File: src/rtl/core/multi_task_watchdog_monitor_assert.svh
// ----------------------------------------------------------------------------
// Assertion macros for the multi-task watchdog monitor
// Shared property forms, all clocked on clk and disabled during reset.
// ----------------------------------------------------------------------------
`ifndef MULTI_TASK_WATCHDOG_MONITOR_ASSERT_SVH
`define MULTI_TASK_WATCHDOG_MONITOR_ASSERT_SVH

// Same-cycle implication.
`define MTWD_ASSERT_NOW(label, ante, cons) \
    label: assert property (@(posedge clk) disable iff (!rst_n) (ante) |-> (cons)) \
        else $error("watchdog monitor check failed");

// Next-cycle implication.
`define MTWD_ASSERT_NEXT(label, ante, cons) \
    label: assert property (@(posedge clk) disable iff (!rst_n) (ante) |=> (cons)) \
        else $error("watchdog monitor check failed");

`endif

File: src/rtl/core/mtwd_pkg.sv
// ----------------------------------------------------------------------------
// Watchdog monitor package
// Field widths, operation and cause codes, register indexes and the
// command bundle passed from the input stage to the state modules.
// ----------------------------------------------------------------------------
package mtwd_pkg;

    localparam int OP_W      = 2;
    localparam int SLOT_W    = 3;
    localparam int CAUSE_W   = 2;
    localparam int CNT_W     = 16;
    localparam int UPTIME_W  = 24;
    localparam int CFG_IDX_W = 2;
    localparam int CFG_DAT_W = 24;

    // Operation codes of an input item.
    localparam logic [OP_W-1:0] OP_ARM  = 2'd0;
    localparam logic [OP_W-1:0] OP_KICK = 2'd1;
    localparam logic [OP_W-1:0] OP_TICK = 2'd2;

    // Reset cause codes of a result item.
    localparam logic [CAUSE_W-1:0] CAUSE_NONE    = 2'd0;
    localparam logic [CAUSE_W-1:0] CAUSE_TIMEOUT = 2'd1;
    localparam logic [CAUSE_W-1:0] CAUSE_SELF    = 2'd2;

    // Configuration register indexes.
    localparam logic [CFG_IDX_W-1:0] CFG_TASK_TIMEOUT = 2'd0;
    localparam logic [CFG_IDX_W-1:0] CFG_SELF_TICKS   = 2'd1;
    localparam logic [CFG_IDX_W-1:0] CFG_SELF_ENABLE  = 2'd2;

    // Register reset values: five minutes and thirty hours at ten-second ticks.
    localparam logic [CNT_W-1:0]    TIMEOUT_RESET    = CNT_W'(5 * 60 / 10);
    localparam logic [UPTIME_W-1:0] SELF_TICKS_RESET = UPTIME_W'(30 * 60 * 60 / 10);

    localparam logic [CNT_W-1:0]    CNT_MAX    = '1;
    localparam logic [UPTIME_W-1:0] UPTIME_MAX = '1;

    // Decoded command of the item being processed this cycle.
    typedef struct packed {
        logic              arm;
        logic              kick;
        logic              tick;
        logic [SLOT_W-1:0] slot;
        logic              watch_on;
    } cmd_t;

endpackage

File: src/rtl/core/mtwd_if.sv
// ----------------------------------------------------------------------------
// Watchdog monitor channels
// Valid/ready channels for event items and result items.
// ----------------------------------------------------------------------------
interface mtwd_event_if;
    logic                          valid;
    logic                          ready;
    logic [mtwd_pkg::OP_W-1:0]     op;
    logic [mtwd_pkg::SLOT_W-1:0]   task_id;
    logic                          watch_on;

    modport source (output valid, output op, output task_id, output watch_on, input ready);
    modport sink   (input valid, input op, input task_id, input watch_on, output ready);
endinterface

interface mtwd_result_if;
    logic                          valid;
    logic                          ready;
    logic                          reset_request;
    logic [mtwd_pkg::CAUSE_W-1:0]  reset_cause;
    logic [mtwd_pkg::SLOT_W-1:0]   culprit_task;

    modport source (output valid, output reset_request, output reset_cause,
                    output culprit_task, input ready);
    modport sink   (input valid, input reset_request, input reset_cause,
                    input culprit_task, output ready);
endinterface

File: src/rtl/core/mtwd_task_bank.sv
// ----------------------------------------------------------------------------
// Task slot bank
// Watch flag and saturating tick counter for every task slot, with the
// per-slot timeout compare on the incremented count.
// ----------------------------------------------------------------------------
module mtwd_task_bank #(
    parameter int TASK_COUNT = 8
) (
    input  logic                        clk,
    input  logic                        rst_n,
    input  mtwd_pkg::cmd_t              cmd,
    input  logic [mtwd_pkg::CNT_W-1:0]  timeout,
    output logic [TASK_COUNT-1:0]       hit
);

    for (genvar i = 0; i < TASK_COUNT; i++) begin : g_slot
        logic                       watch_reg;
        logic [mtwd_pkg::CNT_W-1:0] cnt_reg;
        logic [mtwd_pkg::CNT_W-1:0] cnt_next;
        logic                       sel;

        // Slots beyond the 3-bit address range are never selected.
        assign sel = (32'(cmd.slot) == i);

        // Saturating increment used on a tick.
        assign cnt_next = (cnt_reg == mtwd_pkg::CNT_MAX) ? cnt_reg
                                                         : cnt_reg + 16'd1;

        // A watched slot times out when its new count passes the limit.
        assign hit[i] = cmd.tick && watch_reg && (cnt_next > timeout);

        always_ff @(posedge clk or negedge rst_n)
        begin
            if (!rst_n)
            begin
                watch_reg <= 1'b0;
                cnt_reg   <= '0;
            end
            else if (sel && cmd.arm)
            begin
                watch_reg <= cmd.watch_on;
                cnt_reg   <= '0;
            end
            else if (sel && cmd.kick)
            begin
                cnt_reg <= '0;
            end
            else if (cmd.tick && watch_reg)
            begin
                cnt_reg <= cnt_next;
            end
        end
    end

endmodule

File: src/rtl/core/mtwd_uptime.sv
// ----------------------------------------------------------------------------
// Uptime counter
// Free-running saturating tick count and the periodic self reset compare.
// ----------------------------------------------------------------------------
module mtwd_uptime (
    input  logic                           clk,
    input  logic                           rst_n,
    input  logic                           tick,
    input  logic                           enable,
    input  logic [mtwd_pkg::UPTIME_W-1:0]  limit,
    output logic                           self_hit
);

    logic [mtwd_pkg::UPTIME_W-1:0] uptime_reg;
    logic [mtwd_pkg::UPTIME_W-1:0] uptime_next;

    // Saturating increment; the compare uses the count after this tick.
    assign uptime_next = (uptime_reg == mtwd_pkg::UPTIME_MAX) ? uptime_reg
                                                              : uptime_reg + 24'd1;
    assign self_hit    = tick && enable && (uptime_next >= limit);

    always_ff @(posedge clk or negedge rst_n)
    begin
        if (!rst_n)
        begin
            uptime_reg <= '0;
        end
        else if (tick)
        begin
            uptime_reg <= uptime_next;
        end
    end

endmodule

File: src/rtl/core/multi_task_watchdog_monitor.sv
// ----------------------------------------------------------------------------
// Multi-task watchdog monitor
// Per-task liveness watchdog with a periodic self reset request.
// ----------------------------------------------------------------------------
// The block takes one event item per clock cycle unless the result side
// stalls, and returns exactly one result item for each: the item is captured
// in an input register, then all task counters, the uptime counter and the
// lowest-index timeout search are updated in one pass, and the result lands
// in an output register. Arm and kick items and the unused operation code give
// an all-zero result. A tick raises a task timeout for the lowest watched
// slot whose count exceeds the timeout, or else, if enabled, a self reset once
// the uptime count reaches its limit. Requests repeat on every later tick
// until a system reset or, for a timeout, a kick or arm of its slot. Configuration
// writes take effect on the next cycle and must be made while idle.
// ----------------------------------------------------------------------------
`include "multi_task_watchdog_monitor_assert.svh"

module multi_task_watchdog_monitor #(
    parameter int TASK_COUNT = 8
) (
    input  logic                             clk,
    input  logic                             rst_n,
    mtwd_event_if.sink                       events,
    mtwd_result_if.source                    results,
    input  logic                             cfg_we,
    input  logic [mtwd_pkg::CFG_IDX_W-1:0]   cfg_index,
    input  logic [mtwd_pkg::CFG_DAT_W-1:0]   cfg_data
);

    // Configuration registers.
    logic [mtwd_pkg::CNT_W-1:0]    timeout_reg;
    logic [mtwd_pkg::UPTIME_W-1:0] self_ticks_reg;
    logic                          self_en_reg;

    // Input stage.
    logic                          s1_valid_reg;
    logic [mtwd_pkg::OP_W-1:0]     s1_op_reg;
    logic [mtwd_pkg::SLOT_W-1:0]   s1_slot_reg;
    logic                          s1_watch_reg;
    logic                          s1_advance;

    // Result stage.
    logic                          out_valid_reg;
    logic                          out_req_reg;
    logic [mtwd_pkg::CAUSE_W-1:0]  out_cause_reg;
    logic [mtwd_pkg::SLOT_W-1:0]   out_culprit_reg;
    logic                          out_req_next;
    logic [mtwd_pkg::CAUSE_W-1:0]  out_cause_next;
    logic [mtwd_pkg::SLOT_W-1:0]   out_culprit_next;

    mtwd_pkg::cmd_t                cmd;
    logic [TASK_COUNT-1:0]         hit;
    logic                          self_hit;

    // Configuration writes; unknown indexes are dropped.
    always_ff @(posedge clk or negedge rst_n)
    begin
        if (!rst_n)
        begin
            timeout_reg    <= mtwd_pkg::TIMEOUT_RESET;
            self_ticks_reg <= mtwd_pkg::SELF_TICKS_RESET;
            self_en_reg    <= 1'b1;
        end
        else if (cfg_we)
        begin
            case (cfg_index)
                mtwd_pkg::CFG_TASK_TIMEOUT: timeout_reg    <= cfg_data[mtwd_pkg::CNT_W-1:0];
                mtwd_pkg::CFG_SELF_TICKS:   self_ticks_reg <= cfg_data;
                mtwd_pkg::CFG_SELF_ENABLE:  self_en_reg    <= cfg_data[0];
                default: ;
            endcase
        end
    end

    // Handshake: the input stage moves on when the result register is free
    // or is being emptied in the same cycle.
    assign s1_advance   = s1_valid_reg && (!out_valid_reg || results.ready);
    assign events.ready = !s1_valid_reg || s1_advance;

    always_ff @(posedge clk or negedge rst_n)
    begin
        if (!rst_n)
        begin
            s1_valid_reg <= 1'b0;
        end
        else if (events.ready)
        begin
            s1_valid_reg <= events.valid;
        end
    end

    always_ff @(posedge clk)
    begin
        if (events.valid && events.ready)
        begin
            s1_op_reg    <= events.op;
            s1_slot_reg  <= events.task_id;
            s1_watch_reg <= events.watch_on;
        end
    end

    // Decode the item being processed this cycle.
    always_comb
    begin
        cmd          = '0;
        cmd.slot     = s1_slot_reg;
        cmd.watch_on = s1_watch_reg;
        if (s1_advance)
        begin
            case (s1_op_reg)
                mtwd_pkg::OP_ARM:  cmd.arm  = 1'b1;
                mtwd_pkg::OP_KICK: cmd.kick = 1'b1;
                mtwd_pkg::OP_TICK: cmd.tick = 1'b1;
                default: ;
            endcase
        end
    end

    mtwd_task_bank #(
        .TASK_COUNT (TASK_COUNT)
    ) u_task_bank (
        .clk     (clk),
        .rst_n   (rst_n),
        .cmd     (cmd),
        .timeout (timeout_reg),
        .hit     (hit)
    );

    mtwd_uptime u_uptime (
        .clk      (clk),
        .rst_n    (rst_n),
        .tick     (cmd.tick),
        .enable   (self_en_reg),
        .limit    (self_ticks_reg),
        .self_hit (self_hit)
    );

    // Lowest timed-out slot wins; a timeout takes precedence over self reset.
    always_comb
    begin
        out_req_next     = 1'b0;
        out_cause_next   = mtwd_pkg::CAUSE_NONE;
        out_culprit_next = '0;
        for (int i = TASK_COUNT - 1; i >= 0; i--)
        begin
            if (hit[i])
            begin
                out_culprit_next = mtwd_pkg::SLOT_W'(i);
            end
        end
        if (|hit)
        begin
            out_req_next   = 1'b1;
            out_cause_next = mtwd_pkg::CAUSE_TIMEOUT;
        end
        else if (self_hit)
        begin
            out_req_next   = 1'b1;
            out_cause_next = mtwd_pkg::CAUSE_SELF;
        end
    end

    // Result register.
    always_ff @(posedge clk or negedge rst_n)
    begin
        if (!rst_n)
        begin
            out_valid_reg <= 1'b0;
        end
        else if (s1_advance)
        begin
            out_valid_reg <= 1'b1;
        end
        else if (results.ready)
        begin
            out_valid_reg <= 1'b0;
        end
    end

    always_ff @(posedge clk)
    begin
        if (s1_advance)
        begin
            out_req_reg     <= out_req_next;
            out_cause_reg   <= out_cause_next;
            out_culprit_reg <= out_culprit_next;
        end
    end

    assign results.valid         = out_valid_reg;
    assign results.reset_request = out_req_reg;
    assign results.reset_cause   = out_cause_reg;
    assign results.culprit_task  = out_culprit_reg;

    // A request always carries a cause, and no cause means no request.
    `MTWD_ASSERT_NOW(a_req_matches_cause, out_valid_reg,
        out_req_reg == (out_cause_reg != mtwd_pkg::CAUSE_NONE))
    // A culprit is only named for a task timeout.
    `MTWD_ASSERT_NOW(a_culprit_only_on_timeout,
        out_valid_reg && (out_cause_reg != mtwd_pkg::CAUSE_TIMEOUT),
        out_culprit_reg == '0)
    // Every processed item is presented on the next cycle.
    `MTWD_ASSERT_NEXT(a_item_reaches_output, s1_advance, out_valid_reg)
    // Only a tick can raise a reset request.
    `MTWD_ASSERT_NEXT(a_no_request_without_tick,
        s1_advance && (s1_op_reg != mtwd_pkg::OP_TICK), !out_req_reg)

endmodule
File: src/flat_wrapper.sv
// flat-port wrapper written by rule: the top's interface ports become plain ports
module multi_task_watchdog_monitor_flat 
#(
    parameter int TASK_COUNT = 8
)
  (clk, rst_n, cfg_we, cfg_index, cfg_data, events_valid, events_op, events_task_id, events_watch_on, events_ready, results_valid, results_reset_request, results_reset_cause, results_culprit_task, results_ready);
  mtwd_event_if events_i ();
  mtwd_result_if results_i ();
  input  logic clk;
  input  logic rst_n;
  input  logic cfg_we;
  input  logic [mtwd_pkg::CFG_IDX_W-1:0] cfg_index;
  input  logic [mtwd_pkg::CFG_DAT_W-1:0] cfg_data;
  input wire logic [$bits(events_i.valid)-1:0] events_valid;
  input wire logic [$bits(events_i.op)-1:0] events_op;
  input wire logic [$bits(events_i.task_id)-1:0] events_task_id;
  input wire logic [$bits(events_i.watch_on)-1:0] events_watch_on;
  output wire logic [$bits(events_i.ready)-1:0] events_ready;
  output wire logic [$bits(results_i.valid)-1:0] results_valid;
  output wire logic [$bits(results_i.reset_request)-1:0] results_reset_request;
  output wire logic [$bits(results_i.reset_cause)-1:0] results_reset_cause;
  output wire logic [$bits(results_i.culprit_task)-1:0] results_culprit_task;
  input wire logic [$bits(results_i.ready)-1:0] results_ready;
  assign events_i.valid = events_valid;
  assign events_i.op = events_op;
  assign events_i.task_id = events_task_id;
  assign events_i.watch_on = events_watch_on;
  assign events_ready = events_i.ready;
  assign results_valid = results_i.valid;
  assign results_reset_request = results_i.reset_request;
  assign results_reset_cause = results_i.reset_cause;
  assign results_culprit_task = results_i.culprit_task;
  assign results_i.ready = results_ready;
  multi_task_watchdog_monitor #(.TASK_COUNT(TASK_COUNT)) u_core (.clk(clk), .rst_n(rst_n), .events(events_i), .results(results_i), .cfg_we(cfg_we), .cfg_index(cfg_index), .cfg_data(cfg_data));
endmodule
File: config.mk
export PLATFORM = sky130hd
export DESIGN_NAME = multi_task_watchdog_monitor_flat
export DESIGN_NICKNAME = d
export VERILOG_FILES = /design/src/rtl/core/mtwd_pkg.sv /design/src/rtl/core/mtwd_if.sv /design/src/rtl/core/mtwd_task_bank.sv /design/src/rtl/core/mtwd_uptime.sv /design/src/rtl/core/multi_task_watchdog_monitor.sv /design/src/flat_wrapper.sv
export VERILOG_INCLUDE_DIRS = /design/src /design/src/rtl/core
export SDC_FILE = /design/constraint.sdc
export NUM_CORES = 1
export LEC_CHECK = 0
export BUFFER_PORTS_ARGS = -buffer_cell sky130_fd_sc_hd__buf_2
export CELL_PAD_IN_SITES_DETAIL_PLACEMENT = 1
export CELL_PAD_IN_SITES_GLOBAL_PLACEMENT = 1
export CORE_MARGIN = 4
export CORE_UTILIZATION = 39
export CTS_BUF_LIST = sky130_fd_sc_hd__clkbuf_4 sky130_fd_sc_hd__clkbuf_8
export CTS_CLUSTER_SIZE = 28
export DETAILED_ROUTE_END_ITERATION = 8
export PLACE_DENSITY = 0.77
export SKIP_LAST_GASP = 1
export SLEW_MARGIN = 20
export SYNTH_ARGS = -nofsm -noshare
export SYNTH_HDL_FRONTEND = slang
export SYNTH_HIERARCHICAL = 1
export SYNTH_SLANG_ARGS = --single-unit
File: constraint.sdc
create_clock -name clk -period 11.3 [get_ports clk]
set_clock_uncertainty 0.1 [all_clocks]
set_input_delay 0.565 -clock clk [delete_from_list [all_inputs] [get_ports clk]]
set_output_delay 0.565 -clock clk [all_outputs]
set_load 0.005 [all_outputs]
# == Word level (Yosys, flattened, before mapping) ==
# Cells that the tools add are included.
# totals
wordCells,174
ff_bits,215
output_inout_bits,8
inputBits,37
# classes
n_reduce_logical,58
magnitude_cmp,9
mux,48
add_sub_neg,9
eq_ne,20
# ops
op,n
16-bit two-way mux,32
16-bit by 1-bit adder with 16-bit output (second input constant),8
16-bit equality test (second input constant),8
16-bit > comparator,8
1-bit logical AND,36
24-bit by 1-bit adder with 24-bit output (second input constant),1
24-bit equality test (second input constant),1
24-bit >= comparator,1
24-bit two-way mux,1
3-bit nonzero test,8
3-bit two-way mux,5
3-bit equality test (second input constant),4
8-bit OR reduction,1
1-bit two-way mux,7
3-bit by 2-bit equality test with 1-bit output (second input constant),2
2-bit two-way mux,3
2-bit AND reduction,3
2-bit by 1-bit equality test with 1-bit output (second input constant),2
2-bit equality test (second input constant),2
2-bit logical NOT,2
4-bit OR reduction,1
3-bit by 1-bit equality test with 1-bit output (second input constant),1
3-bit logical NOT,1
1-bit logical NOT,2
3 further kinds,4

# == Depth between registers and ports, before layout ==
# depth
depth_word,13
depth_mapped,16
ltp_nobuf,13

# == Modules after synthesis ==
# Netlist, hierarchy kept.
# modules_own_cells
module,instances,area_each_um2,seq_area_each_um2,cells_each
mtwd_task_bank,1,12894.9,3403.3,1557
mtwd_uptime,1,2158.3,600.6,259
multi_task_watchdog_monitor,1,2133.3,1448.9,127

# == Least setup slack after synthesis ==
# No wires, ideal clock.
# synth_path
kind,register to register
startpoint,reg u_core/u_task_bank/g_slot[3].cnt_reg[0] in the netlist's numbering
endpoint,"reg u_core.out_req_reg (netlist: u_core/results.reset_request), data pin"
setup_ns,0.262
path_stages_with_launch,16
n_path_buf,2
period_less_slack_ns,3.959
arrival_ns,3.597
setup_slack_ns,7.341
required_ns,10.938
cell_sequence,dfrtp_1 > ha_1 > buf_2 > nand4_1 > or4_1 > buf_2 > nand3_1 > xnor2_1 > ha_1 > a21oi_1 > o21ai_0 > a221o_1 > o31a_1 > nor4_1 > nand2_1 > or2_2
# synth_via
elab_chain_len,5
word_cells_on_any_way,6
classes_between,add/sub: 1; order compare: 1; eq/ne: 1; mux: 1; reduce/logical: 2
# synth_lines
item,line_no,source
from (decl),mtwd_task_bank.sv:18,logic [mtwd_pkg::CNT_W-1:0] cnt_reg;
from (signal assigned),mtwd_task_bank.sv:50,cnt_reg <= cnt_next;
16-bit by 1-bit adder with 16-bit output / 16-bit equality test (equally long branches),"mtwd_task_bank.sv:27, mtwd_task_bank.sv:26",
16-bit two-way mux (*),mtwd_task_bank.sv:26,assign cnt_next = (cnt_reg == mtwd_pkg::CNT_MAX) ? cnt_reg
16-bit > comparator (*),mtwd_task_bank.sv:30,assign hit[i] = cmd.tick && watch_reg && (cnt_next > timeout);
1-bit logical AND (*),mtwd_task_bank.sv:30,
net u_core.hit[3],multi_task_watchdog_monitor.sv:52,logic [TASK_COUNT-1:0] hit;
8-bit OR reduction (*),multi_task_watchdog_monitor.sv:151,if (|hit)
to (signal assigned),multi_task_watchdog_monitor.sv:184,out_req_reg <= out_req_next;
to (decl),multi_task_watchdog_monitor.sv:44,logic out_req_reg;
# Mark *: on every way through the listed nets, which the timed path passes. The rest lies on a longest branch.
# A chain may end at the register's enable or synchronous reset.

# == Final worst setup path ==
# layout_path
startpoint,reg u_core/u_task_bank/g_slot[1].cnt_reg[0] in the netlist's numbering
endpoint,"reg u_core.out_req_reg (netlist: u_core/results.reset_request), data pin"
# layout_via
elab_chain_len,5
word_cells_on_any_way,6
classes_between,add/sub: 1; order compare: 1; eq/ne: 1; mux: 1; reduce/logical: 2
# layout_lines
item,line_no
from (decl),mtwd_task_bank.sv:18
from (signal assigned),mtwd_task_bank.sv:50
16-bit by 1-bit adder with 16-bit output / 16-bit equality test (equally long branches),"mtwd_task_bank.sv:27, mtwd_task_bank.sv:26"
16-bit two-way mux (*),mtwd_task_bank.sv:26
16-bit > comparator (*),mtwd_task_bank.sv:30
1-bit logical AND (*),mtwd_task_bank.sv:30
net u_core.hit[1],multi_task_watchdog_monitor.sv:52
8-bit OR reduction (*),multi_task_watchdog_monitor.sv:151
# Marked as above.

==> flow_summary_export.csv <==
group,metric,value,unit
pwr,intPower,1.61,mW
setup_path,worst-r2r-cell-count,14,
clocking,cts-root-buf,"clkbuf_8",
timing,fmax,207,MHz
clocking,tritoncts,"done",
clocking,postCtsSetupBuffers,0,
timing,finalCritPeriodShare,42.8,%
pwr,sequentialPowerShare,39.0,%
floorplan,die_w,218,µm
setup_path,path_delay_family,"simple AND/OR/NAND/NOR gates",
yosys,syn_inst,1943,
pwr,p_leak,8.29,nW
hold_path,worst_hold_path_type,"in -> reg",
floorplan,die_h,218,µm
setup_path,crit_path_cell_trace,"ha_1, nand4_2, nor4_2, buf_4, nor2_1, xor2_1, ha_1, a21oi_1, o21ai_0, a221o_1, o31a_1, nor4_1, nand2_1, or2_2",
pwr,comb_power_share,22.2,%
yosys,synth_area_per_cell,8.85,µm²
hold_path,hp-start,"events_task_id[1]",
clocking,cts_sinks,215,
pwr,p_clk_share,38.8,%
clocking,ctsLongestPathBuffers,3,
global_route,antenna_found_initial,0,
yosys,synth_edf_count,12,
global_route,grt_pass1_wl,85500,µm
clocking,ctsResizeCount,0,
clocking,numCtsBuffers,44,
setup_path,r2r-end,"u_core/results.reset_request",
yosys,yosysSeqAreaShare,31.7,%
cells_and_area,layout-drive-gt1-share,12.3,%
yosys,synth-seq-cells,215,
outcome,status,"finished, final reports clean",
timing,slew_headroom,39.7,%
setup_path,critPathKind,"reg -> reg",
route,wirelength,52600,µm
route,wl_per_cell,20.6,µm
placed_design,hpwl,37000,µm
clocking,hold_buffers,6,
setup_path,cp_slowest_cell,"nor4_2",
yosys,synthTopCellsByArea,"dfrtp_1 28%, ha_1 12%, a21oi_1 4.7%",
timing,finalHoldViolCount,0,
setup_path,worst_ep_arrival_time,5090,ps
timing,rsz0062_at_grt,"false",
clocking,path_clk_slew,70,ps
timing,fin_crit,4840,ps
global_route,overflow,0,
placed_design,gp_congestion,0.894,
route,drtIter0Drc,878,
hold_path,hold_depth,1,
yosys,yosysTopAreaCell,"dfrtp_1",
cells_and_area,fin_util,43.2,%
route,drc,0,
placed_design,portBuffers,44,
timing,worst_slew_pin_slew,896,ps
yosys,ys_warn_count,6,
setup_path,crit_path_frequent_cell,"ha_1",
route,vias_per_cell,6.01,
clocking,cts-htree-levels,2,
cells_and_area,largest_reg_flops,128,
setup_path,timing.critical_path.buf_inv,1,
floorplan,core-area,43400,µm²
yosys,synth.net_count,2141,
yosys,syn_area,17200,µm²
yosys,async_reset_ff_share,94.4,%
setup_path,cp-end-kind,"flip-flop",
placed_design,pre_cts_ws,6510,ps
route,num_vias,15369,
pwr,power_density,129,nW/µm²
setup_path,required,11550,ps
cells_and_area,areaGrowthSynthToFinish,8.89,%
hold_path,holdPathEnd,"u_core/s1_slot_reg[1]",
flow_run,drv_cap,0,
yosys,synth_top_flop_cell,"dfrtp_1",
yosys,synth_top_area_share,28.1,%
floorplan,row_count,76,
pwr,power_switching,0.799,mW
pwr,max-vdd-ir-drop,75.9,µV
setup_path,start_kind,"flip-flop",
cells_and_area,diodes,0,
timing,setup_viol,0,
global_route,first_global_vias,16000,
floorplan,pin_count,45,
cells_and_area,fin_nets,2135,
clocking,clock_latency,640,ps
setup_path,cp_max_fo,12,
timing,maxSlewViolCount,0,
route,postRouteAntennaNets,0,
floorplan,dieArea,47500,µm²
cells_and_area,fill_cells,5131,
global_route,track_usage,22.1,%
timing,final.setup.worst_slack,6460,ps
setup_path,reg2reg_slack,6460,ps
yosys,synth.distinct_cells,79,
route,drt_first_pass_iters,5,
pwr,p_sw_share,33.1,%
setup_path,slowest_delay,870,ps
global_route,grt_start_max_net_pins,79,
timing,setup_tns,0,ps
floorplan,initial_core_util,39.6,%
setup_path,r2r_start,"u_core/u_task_bank/g_slot[1].cnt_reg[0]",
-- per-stage QoR --
stage / area (µm²) / total power, mW / hold slack, ps / cells
after floorplan: 17200 / 1.28 / 169 / 1943
after global placement: 17600 / 1.43 / 378 / 2470
after detailed placement: 17600 / 1.48 / 396 / 2470
after CTS: 18700 / 2.44 / 18.8 / 2557
after global routing: 18700 / 2.56 / 28.3 / 2557
final: 18700 / 2.41 / 64.1 / 2557
-- synthesized netlist by cell type, types with 23 or more instances --
cell type	number
nand4_1	77
clkbuf_1	43
or4_1	42
nand3_1	95
or3_1	30
and3_1	23
nand2_1	190
xor2_1	53
nor3_1	56
dfrtp_1	193
nor4_1	32
o21ai_0	83
xnor2_1	69
and4_1	41
mux2_2	53
nor2_1	83
and2_1	26
o31ai_1	28
ha_1	161
buf_2	46
inv_1	59
a21oi_1	161
-- area by class of cell --
type                    count  area (µm²)  area share [%]
inverters                  59         221            1.18
clock buffers              66         833            4.45
flip-flops and latches    215        5450            29.1
repair buffers             58         354            1.89
multi-input cells        1559       11000            58.5
clock inverters            15         169           0.903
well taps                 585         732            3.91
-- layout by cell type (no fill, tap or decap), types with 28 or more instances in the layout --
cell and instances:
dfrtp_1 193, nand2_1 190, a21oi_1 161, ha_1 161
nand3_1 95, nor2_1 83, o21ai_0 83, nand4_1 77
xnor2_1 69, inv_1 59, nor3_1 56, clkbuf_8 54
mux2_2 53, xor2_1 53, buf_2 43, or4_1 42
and4_1 41, nor4_1 31, or3_1 30, o31ai_1 28
-- cell families after synthesis --
family | count (synthesis) | share of synthesized area (%)
simple gates | 785 | 25.7
compound gates | 419 | 15.5
flops | 215 | 31.7
buf+inv | 169 | 4.62
fa+ha+maj | 161 | 11.7
xor+xnor | 122 | 6.22
mux | 72 | 4.58
-- routing by layer --
metal / up-vias / track usage (%) / wire [µm]
li1: 7290 / - / -
met2: 252 / 36.9 / 24700
met3: 100 / 3.51 / 1890
met1: 7727 / 29.3 / 24300
met5: - / 0 / 0
met4: 0 / 7.25 / 1710
-- power groups by stage --
stage | clock (mW) | combinational, mW | sequential (mW)
3_3_place_gp | 0 | 0.489 | 0.943
4_1_cts | 0.971 | 0.534 | 0.939
6_report | 0.935 | 0.536 | 0.940
5_1_grt | 1.01 | 0.602 | 0.951
3_5_place_dp | 0 | 0.528 | 0.951
2_1_floorplan | 0 | 0.360 | 0.919
-- worst max-delay path by stage --
stage / startpoint / end / slack (ps) / cells after the start
floorplan: u_core/u_task_bank/g_slot[3].cnt_reg[0] / u_core/results.reset_request / 7340 / 15
global placement: u_core/u_task_bank/g_slot[1].cnt_reg[0] / u_core/results.reset_request / 6720 / 14
detailed placement: u_core/u_task_bank/g_slot[1].cnt_reg[0] / u_core/results.reset_request / 6510 / 14
CTS: u_core/u_task_bank/g_slot[1].cnt_reg[0] / u_core/results.reset_request / 6470 / 14
global route: u_core/u_task_bank/g_slot[1].cnt_reg[0] / u_core/results.reset_request / 6100 / 14
finish: u_core/u_task_bank/g_slot[1].cnt_reg[0] / u_core/results.reset_request / 6460 / 14
Power figures use the tool's default switching activity.
